**src/sv/tfd_pkg.sv**
```systemverilog
// ----------------------------------------------------------------------------
// tfd_pkg
// Shared types and constants of the trace frame deframer: result codes,
// header word layout and the result record passed from parser to queue.
// ----------------------------------------------------------------------------
package tfd_pkg;

    localparam int unsigned NUM_OPT_WORDS = 5;
    localparam int unsigned NUM_OPT_FLAGS = 6;
    localparam int unsigned MISSING_FLAG  = 7;

    localparam logic [1:0] KIND_HEADER  = 2'd0;
    localparam logic [1:0] KIND_PAYLOAD = 2'd1;
    localparam logic [1:0] KIND_ERROR   = 2'd2;

    localparam logic [7:0] WORD_BYTES = 8'd4;
    localparam logic [2:0] FULL_BYTES = 3'd4;

    typedef struct packed {
        logic [1:0]  kind;
        logic [7:0]  category;
        logic [7:0]  subcategory;
        logic [1:0]  multipart;
        logic [31:0] tick_fast;
        logic [31:0] tick_nano;
        logic [31:0] context_id;
        logic [31:0] program_counter;
        logic [31:0] extra_word;
        logic [31:0] payload_word;
        logic [2:0]  payload_bytes;
        logic        last;
    } res_t;

endpackage

```
**src/sv/trace_frame_deframer.sv**
```systemverilog
// Results: a result is written into the queue in the beat of the word that
// completes it and reaches the result ports from the registered head slot;
// words that give no result are absorbed. Throughput: one word per cycle
// while full is low. The result queue holds QUEUE_DEPTH results plus one
// in the head register. Reset: asynchronous, clears the parser to expect a
// frame header and empties the queue.
// ----------------------------------------------------------------------------
// trace_frame_deframer
// Top level: frame parser in front, result queue behind it.
// ----------------------------------------------------------------------------
module trace_frame_deframer #(
    parameter int unsigned QUEUE_DEPTH = 4
) (
    input  logic        clk,
    input  logic        rst_n,
    input  logic        push,
    output logic        full,
    input  logic [31:0] word,
    output logic        empty,
    input  logic        pop,
    output logic [1:0]  kind,
    output logic [7:0]  category,
    output logic [7:0]  subcategory,
    output logic [1:0]  multipart,
    output logic [31:0] tick_fast,
    output logic [31:0] tick_nano,
    output logic [31:0] context_id,
    output logic [31:0] program_counter,
    output logic [31:0] extra_word,
    output logic [31:0] payload_word,
    output logic [2:0]  payload_bytes,
    output logic        last
);

    logic          in_beat;
    logic          res_valid;
    tfd_pkg::res_t res;
    tfd_pkg::res_t head;

    assign in_beat = push && !full;

    tfd_front u_front (
        .clk       (clk),
        .rst_n     (rst_n),
        .in_beat   (in_beat),
        .word      (word),
        .res_valid (res_valid),
        .res       (res)
    );

    tfd_queue #(
        .DEPTH (QUEUE_DEPTH)
    ) u_queue (
        .clk      (clk),
        .rst_n    (rst_n),
        .wr_valid (res_valid),
        .wr_data  (res),
        .full     (full),
        .empty    (empty),
        .pop      (pop),
        .head     (head)
    );

    assign kind            = head.kind;
    assign category        = head.category;
    assign subcategory     = head.subcategory;
    assign multipart       = head.multipart;
    assign tick_fast       = head.tick_fast;
    assign tick_nano       = head.tick_nano;
    assign context_id      = head.context_id;
    assign program_counter = head.program_counter;
    assign extra_word      = head.extra_word;
    assign payload_word    = head.payload_word;
    assign payload_bytes   = head.payload_bytes;
    assign last            = head.last;

`ifndef NO_ASSERTIONS
    a_full_not_empty: assert property (@(posedge clk) disable iff (!rst_n)
        full |-> !empty)
        else $error("queue full while head empty");

    a_error_last: assert property (@(posedge clk) disable iff (!rst_n)
        (!empty && kind == tfd_pkg::KIND_ERROR) |-> (last && payload_bytes == 3'd0))
        else $error("error result not marked last");

    a_payload_bytes: assert property (@(posedge clk) disable iff (!rst_n)
        (!empty && kind == tfd_pkg::KIND_PAYLOAD) |->
        (payload_bytes != 3'd0 && payload_bytes <= tfd_pkg::FULL_BYTES))
        else $error("payload byte count out of range");

    a_result_appears: assert property (@(posedge clk) disable iff (!rst_n)
        (in_beat && res_valid) |=> !empty)
        else $error("result lost after beat");
`endif

endmodule

```
**src/sv/tfd_front.sv**
```systemverilog
// ----------------------------------------------------------------------------
// tfd_front
// Frame parser: takes one buffer word per beat, tracks the frame phase,
// captures the optional header words and builds the result record.
// ----------------------------------------------------------------------------
module tfd_front (
    input  logic               clk,
    input  logic               rst_n,
    input  logic               in_beat,
    input  logic [31:0]        word,
    output logic               res_valid,
    output tfd_pkg::res_t      res
);

    typedef enum logic [1:0] {
        PH_HEADER,
        PH_OPTIONS,
        PH_PAYLOAD,
        PH_SKIP
    } phase_t;

    phase_t      phase_reg, phase_next;
    logic [5:0]  pending_reg, pending_next;
    logic [7:0]  left_reg, left_next;
    logic [7:0]  cat_reg, cat_next;
    logic [7:0]  sub_reg, sub_next;
    logic [1:0]  mp_reg, mp_next;
    logic [31:0] opt_reg  [tfd_pkg::NUM_OPT_WORDS];
    logic [31:0] opt_next [tfd_pkg::NUM_OPT_WORDS];

    logic [7:0]  hw_size;
    logic [7:0]  hw_flags;
    logic [2:0]  opt_count;
    logic [4:0]  hdr_bytes;
    logic [8:0]  padded;
    logic [2:0]  low_bit;
    logic [2:0]  take_bytes;
    logic        emit_header;

    always_comb
    begin
        hw_size  = word[7:0];
        hw_flags = word[15:8];
        opt_count = 3'd0;
        for (int i = 0; i < tfd_pkg::NUM_OPT_FLAGS; i++)
        begin
            opt_count = opt_count + {2'b00, hw_flags[i]};
        end
        hdr_bytes = 5'd4 + {opt_count, 2'b00};
        padded    = ({1'b0, hw_size} + 9'd3) & ~9'd3;
        low_bit = 3'd0;
        for (int i = tfd_pkg::NUM_OPT_FLAGS - 1; i >= 0; i--)
        begin
            if (pending_reg[i])
            begin
                low_bit = 3'(i);
            end
        end
        take_bytes = (left_reg < tfd_pkg::WORD_BYTES) ? left_reg[2:0] : tfd_pkg::FULL_BYTES;
    end

    always_comb
    begin
        phase_next   = phase_reg;
        pending_next = pending_reg;
        left_next    = left_reg;
        cat_next     = cat_reg;
        sub_next     = sub_reg;
        mp_next      = mp_reg;
        opt_next     = opt_reg;
        emit_header  = 1'b0;
        res_valid    = 1'b0;
        res          = '0;

        if (in_beat)
        begin
            unique case (phase_reg)
                PH_HEADER:
                begin
                    if (hw_flags[tfd_pkg::MISSING_FLAG] || (hw_size < {3'b000, hdr_bytes}))
                    begin
                        res_valid       = 1'b1;
                        res.kind        = tfd_pkg::KIND_ERROR;
                        res.category    = word[23:16];
                        res.subcategory = word[31:24];
                        res.last        = 1'b1;
                        if (padded > 9'd4)
                        begin
                            left_next  = 8'(padded - 9'd4);
                            phase_next = PH_SKIP;
                        end
                    end
                    else
                    begin
                        cat_next     = word[23:16];
                        sub_next     = word[31:24];
                        mp_next      = 2'd0;
                        left_next    = hw_size - {3'b000, hdr_bytes};
                        pending_next = hw_flags[5:0];
                        for (int i = 0; i < tfd_pkg::NUM_OPT_WORDS; i++)
                        begin
                            opt_next[i] = '0;
                        end
                        if (hw_flags[5:0] != 6'd0)
                        begin
                            phase_next = PH_OPTIONS;
                        end
                        else
                        begin
                            emit_header = 1'b1;
                        end
                    end
                end
                PH_OPTIONS:
                begin
                    if (low_bit == 3'd0)
                    begin
                        mp_next = word[1:0];
                    end
                    else
                    begin
                        opt_next[low_bit - 3'd1] = word;
                    end
                    pending_next = pending_reg & ~(6'd1 << low_bit);
                    if (pending_next == 6'd0)
                    begin
                        emit_header = 1'b1;
                    end
                end
                PH_PAYLOAD:
                begin
                    left_next         = left_reg - {5'b00000, take_bytes};
                    res_valid         = 1'b1;
                    res.kind          = tfd_pkg::KIND_PAYLOAD;
                    res.category      = cat_reg;
                    res.subcategory   = sub_reg;
                    res.multipart     = mp_reg;
                    res.payload_word  = word;
                    res.payload_bytes = take_bytes;
                    res.last          = (left_next == 8'd0);
                    if (left_next == 8'd0)
                    begin
                        phase_next = PH_HEADER;
                    end
                end
                PH_SKIP:
                begin
                    left_next = (left_reg > tfd_pkg::WORD_BYTES) ?
                                left_reg - tfd_pkg::WORD_BYTES : 8'd0;
                    if (left_next == 8'd0)
                    begin
                        phase_next = PH_HEADER;
                    end
                end
                default:
                begin
                    phase_next = PH_HEADER;
                end
            endcase

            if (emit_header)
            begin
                res_valid           = 1'b1;
                res.kind            = tfd_pkg::KIND_HEADER;
                res.category        = cat_next;
                res.subcategory     = sub_next;
                res.multipart       = mp_next;
                res.tick_fast       = opt_next[0];
                res.tick_nano       = opt_next[1];
                res.context_id      = opt_next[2];
                res.program_counter = opt_next[3];
                res.extra_word      = opt_next[4];
                res.last            = (left_next == 8'd0);
                phase_next          = (left_next == 8'd0) ? PH_HEADER : PH_PAYLOAD;
            end
        end
    end

    always_ff @(posedge clk or negedge rst_n)
    begin
        if (!rst_n)
        begin
            phase_reg   <= PH_HEADER;
            pending_reg <= '0;
            left_reg    <= '0;
            cat_reg     <= '0;
            sub_reg     <= '0;
            mp_reg      <= '0;
            for (int i = 0; i < tfd_pkg::NUM_OPT_WORDS; i++)
            begin
                opt_reg[i] <= '0;
            end
        end
        else
        begin
            phase_reg   <= phase_next;
            pending_reg <= pending_next;
            left_reg    <= left_next;
            cat_reg     <= cat_next;
            sub_reg     <= sub_next;
            mp_reg      <= mp_next;
            opt_reg     <= opt_next;
        end
    end

endmodule

```
**src/sv/tfd_queue.sv**
```systemverilog
// ----------------------------------------------------------------------------
// tfd_queue
// Result queue: a small memory behind a registered head slot; the head
// slot drives the result ports, with bypass when the memory is empty.
// ----------------------------------------------------------------------------
module tfd_queue #(
    parameter int unsigned DEPTH = 4
) (
    input  logic               clk,
    input  logic               rst_n,
    input  logic               wr_valid,
    input  tfd_pkg::res_t      wr_data,
    output logic               full,
    output logic               empty,
    input  logic               pop,
    output tfd_pkg::res_t      head
);

    localparam int unsigned AW = (DEPTH > 1) ? $clog2(DEPTH) : 1;
    localparam int unsigned CW = $clog2(DEPTH + 1);

    tfd_pkg::res_t mem [DEPTH];
    tfd_pkg::res_t head_reg;
    logic          head_valid_reg;
    logic [AW-1:0] wr_ptr_reg;
    logic [AW-1:0] rd_ptr_reg;
    logic [CW-1:0] count_reg;

    logic take;
    logic mem_empty;
    logic mem_rd;
    logic mem_wr;
    logic bypass;

    assign mem_empty = (count_reg == '0);
    assign take      = !head_valid_reg || pop;
    assign mem_rd    = take && !mem_empty;
    assign bypass    = take && mem_empty && wr_valid;
    assign mem_wr    = wr_valid && !bypass;

    assign full  = (count_reg == CW'(DEPTH));
    assign empty = !head_valid_reg;
    assign head  = head_reg;

    always_ff @(posedge clk or negedge rst_n)
    begin
        if (!rst_n)
        begin
            head_valid_reg <= 1'b0;
            wr_ptr_reg     <= '0;
            rd_ptr_reg     <= '0;
            count_reg      <= '0;
        end
        else
        begin
            if (take)
            begin
                head_valid_reg <= mem_rd || bypass;
            end
            if (mem_wr)
            begin
                wr_ptr_reg <= (wr_ptr_reg == AW'(DEPTH - 1)) ? '0 : wr_ptr_reg + 1'b1;
            end
            if (mem_rd)
            begin
                rd_ptr_reg <= (rd_ptr_reg == AW'(DEPTH - 1)) ? '0 : rd_ptr_reg + 1'b1;
            end
            count_reg <= count_reg + CW'(mem_wr) - CW'(mem_rd);
        end
    end

    always_ff @(posedge clk)
    begin
        if (mem_wr)
        begin
            mem[wr_ptr_reg] <= wr_data;
        end
        if (mem_rd)
        begin
            head_reg <= mem[rd_ptr_reg];
        end
        else if (bypass)
        begin
            head_reg <= wr_data;
        end
    end

endmodule

```
**config.mk**
```make
export PLATFORM = sky130hd
export DESIGN_NAME = trace_frame_deframer
export DESIGN_NICKNAME = d
export VERILOG_FILES = /design/src/sv/tfd_pkg.sv /design/src/sv/trace_frame_deframer.sv /design/src/sv/tfd_front.sv /design/src/sv/tfd_queue.sv
export SDC_FILE = /design/constraint.sdc
export NUM_CORES = 2
export LEC_CHECK = 0
export ABC_AREA = 0
export CORE_AREA = 10 10 353 355
export CTS_CLUSTER_DIAMETER = 40
export DETAILED_ROUTE_END_ITERATION = 8
export DIE_AREA = 0 0 363 365
export DONT_BUFFER_PORTS = 1
export PLACE_DENSITY = 0.66
export RECOVER_POWER = 100
export SYNTH_ARGS = -nofsm -noshare
export SYNTH_HDL_FRONTEND = slang
export SYNTH_SLANG_ARGS = --single-unit
export TNS_END_PERCENT = 5
```
**constraint.sdc**
```tcl
create_clock -name clk -period 12.93 [get_ports clk]
set_input_delay 1.293 -clock clk [delete_from_list [all_inputs] [get_ports clk]]
set_output_delay 1.293 -clock clk [all_outputs]
set_load 0.005 [all_outputs]
```
==> flow_summary.yaml <==
floorplan:
  initial_core_util: 0.448
  dieArea_mm2: 0.132
  die_h_um: 365
  row_count: 126
  io_pins: 254
  dieWidth_um: 363
  core_area_mm2: 0.117
yosys:
  synth_edf_count: 1080
  syn_area_per_cell_um2: 16.4
  synth_seq_cells: 1282
  synth-compound-area-share: 0.0882
  synth-xor-area-share: 0.00200
  netlist.area_leader.share: 0.617
  synth_fa_ha_area_frac: 0.00762
  synthCells: 3196
  synthMuxAreaShare: 0.118
  synth_top_family_by_area: "multiplexers"
  synth_top_cell_by_area: "edfxtp_1"
  synth_nets: 3261
  synth_ff_type: "edfxtp_1"
  synth_cell_types: 66
  synth_area_mm2: 0.0526
  yosysWarnings: 0
  async_reset_ff_frac: 0.158
  yosys.area_share.simple: 0.0488
  seq_area_frac_synth: 0.713
  synthTopCellsByArea: "edfxtp_1 (62%), dfrtp_1 (9.6%), mux4_2 (9.3%)"
sta:
  setup_violations: 0
  period_share: 0.753
  finalCriticalPeriod_ns: 9.74
  hold_slack_ns: 0.252
  fin_ws_ns: 3.19
  hold_viol: 0
  finalSetupTns_ns: 0
  fmax_ghz: 0.103
  fin_skew_ns: 0.0271
  rsz0062_at_grt: "false"
  maxSlewViolCount: 972
  slew_headroom: -2.27
  worst_slew_pin_slew_ns: 4.86
status:
  violations: "capacitance limit, slew limit"
  outcome: "finished with violations"
cells_and_area:
  nets: 3209
  drive_gt1_frac: 0.195
  fill_cells: 9391
  area_growth_pct: 13.1
  layout_common_cells: "edfxtp_1 (1080), nand2_1 (274), mux4_2 (216)"
  mostFrequentLayoutCell: "edfxtp_1"
  fin_area_mm2: 0.0594
  largest_reg_flops: 864
place:
  dp_hpwl_mm: 80.0
  place.gp.congestion: 0.869
  place_area_mm2: 0.0540
  pre_cts_ws_ns: 4.63
  portBuffers: 0
worst_setup_path:
  critPathRequiredTime_ns: 13.26
  r2r_slack_ns: 3.71
  rr_endpoint: "u_queue.head[115]"
  arrival_ns: 10.07
  end_kind: "flop"
  crit_slowest_cell: "and2_0"
  critical_path_depth: 18
  crit_type: "input pin to flop"
  slowest_delay_ns: 2.24
  crit_fanout: 57
  critPathBufInv: 4
  cp_top_family: "simple AND/OR/NAND/NOR gates"
  startpoint_type: "input pin"
  reg2reg_depth: 7
  r2r_start: "u_queue.head_valid_reg"
  crit_chain: "inv_1 -> ha_1 -> inv_1 -> fa_1 -> fa_1 -> inv_1 -> fa_1 -> ha_1 -> xnor2_1 -> ha_1 -> nor2b_1 -> o31ai_1 -> a21oi_1 -> nor2_1 -> o21ai_0 -> a21oi_1 -> and2_0 -> clkbuf_2"
clock_tree:
  clockBufferDepth: 3
  cts_buffers: 156
  cts-root-buf: "clkbuf_16"
  cts_setup_buffers: 0
  cts_sinks: 1282
  cts_tree: "built"
  htreeDepth: 4
  clk_pin_slew_ns: 0.06
  cts_hold_buf: 0
  insertion_delay_ns: 0.75
  cts-resized-gates: 0
job:
  maxCapViolCount: 21
drt:
  finalWirelength_mm: 139
  first_pass_iters: 6
  dr_total_vias: 29642
  vias_per_cell: 6.15
  drc: 0
  drt.antenna.violating_nets: 0
  drt-wirelength-per-cell_um: 28.8
  drt-initial-drc-count: 3692
global_route:
  first_global_vias: 29037
  grt_pass1_wl_mm: 204
  antenna_found_initial: 8
  grt_overflow: 0
  grt_max_degree: 203
  grt_usage: 0.206
pwr:
  p_per_area_mw_per_mm2: 242
  ir_drop_v: 0.000153
  p_leak_nw: 20.2
worst_hold_path:
  hp-class: "input pin to asynchronous set/reset pin"
==> metrics by stage <==
stage          total power, mW  utilization  std cells
2_1_floorplan             8.84            -       3196
3_3_place_gp              9.90        0.460       4522
3_5_place_dp              9.94        0.460       4522
4_1_cts                   14.5        0.507       4815
5_1_grt                   15.1        0.506       4815
6_report                  14.4        0.506       4819
==> layout make-up <==
class / count / area (um^2) / share of cell area
sequential: 1282 / 37500 / 0.631
tap: 1536 / 1920 / 0.0323
clock buffer: 183 / 4200 / 0.0707
clock inverter: 110 / 1340 / 0.0225
inverter: 38 / 143 / 0.00240
multi-input combinational: 1619 / 14000 / 0.235
timing repair buffer: 47 / 355 / 0.00598
antenna: 4 / 10.0 / 0.000168
==> where the power goes <==
part | switching [mW] | total (mW) | internal [mW]
combinational | 2.06 | 3.49 | 1.43
sequential | 0.622 | 6.34 | 5.72
clock | 1.80 | 4.56 | 2.76
total | 4.48 | 14.4 | 9.91
==> worst max-delay path by stage <==
stage,startpoint,endpoint
floorplan,word[10],u_queue.head[0]
global placement,word[8],u_queue.mem[2][162]
detailed placement,word[8],u_queue.mem[2][148]
CTS,word[8],u_queue.mem[2][139]
global route,word[8],u_queue.mem[0][70]
finish,word[8],u_queue.mem[0][80]
==> worst reg2reg max path: cells and delay by family (launching register included) <==
family	cells	cell delay [ns]
buf+inv	4	6.32
simple gates	2	1.73
mux	1	0.50
flops	1	0.37
==> Yosys cell counts (all sizes together), types with 5 or more instances <==
master and instances:
clkbuf 193, edfxtp 1080, and3 28, nand3 51, nor2b 6, nor3 13
o31ai 119, nand2 274, or3 5, and2 9, or2 9, xnor2 11
nor3b 5, dfrtp 202, nand2b 5, mux4 216, a22oi 146, fa 5
ha 24, nor2 183, buf 64, inv 38, o21ai 105, a22o 154
or4 5, a21oi 66, mux2 117
==> cell families after synthesis <==
kind of cell             after synthesis
AND/OR/NAND/NOR                      602
AO/OA/AOI/OAI                        639
other                                  1
XOR/XNOR                              12
flip-flops                          1282
buffers and inverters                295
adder cells (fa/ha/maj)               29
multiplexers                         336
==> routing by layer <==
layer | vias to the layer above | share of wire | GRT usage
met5 | - | 0.00012 | 0
met4 | 2 | 0.027 | 0.0627
met3 | 235 | 0.097 | 0.0589
met2 | 1359 | 0.48 | 0.327
met1 | 15457 | 0.40 | 0.276
li1 | 12589 | - | -
Note: power is estimated with default switching activity, not from simulation.
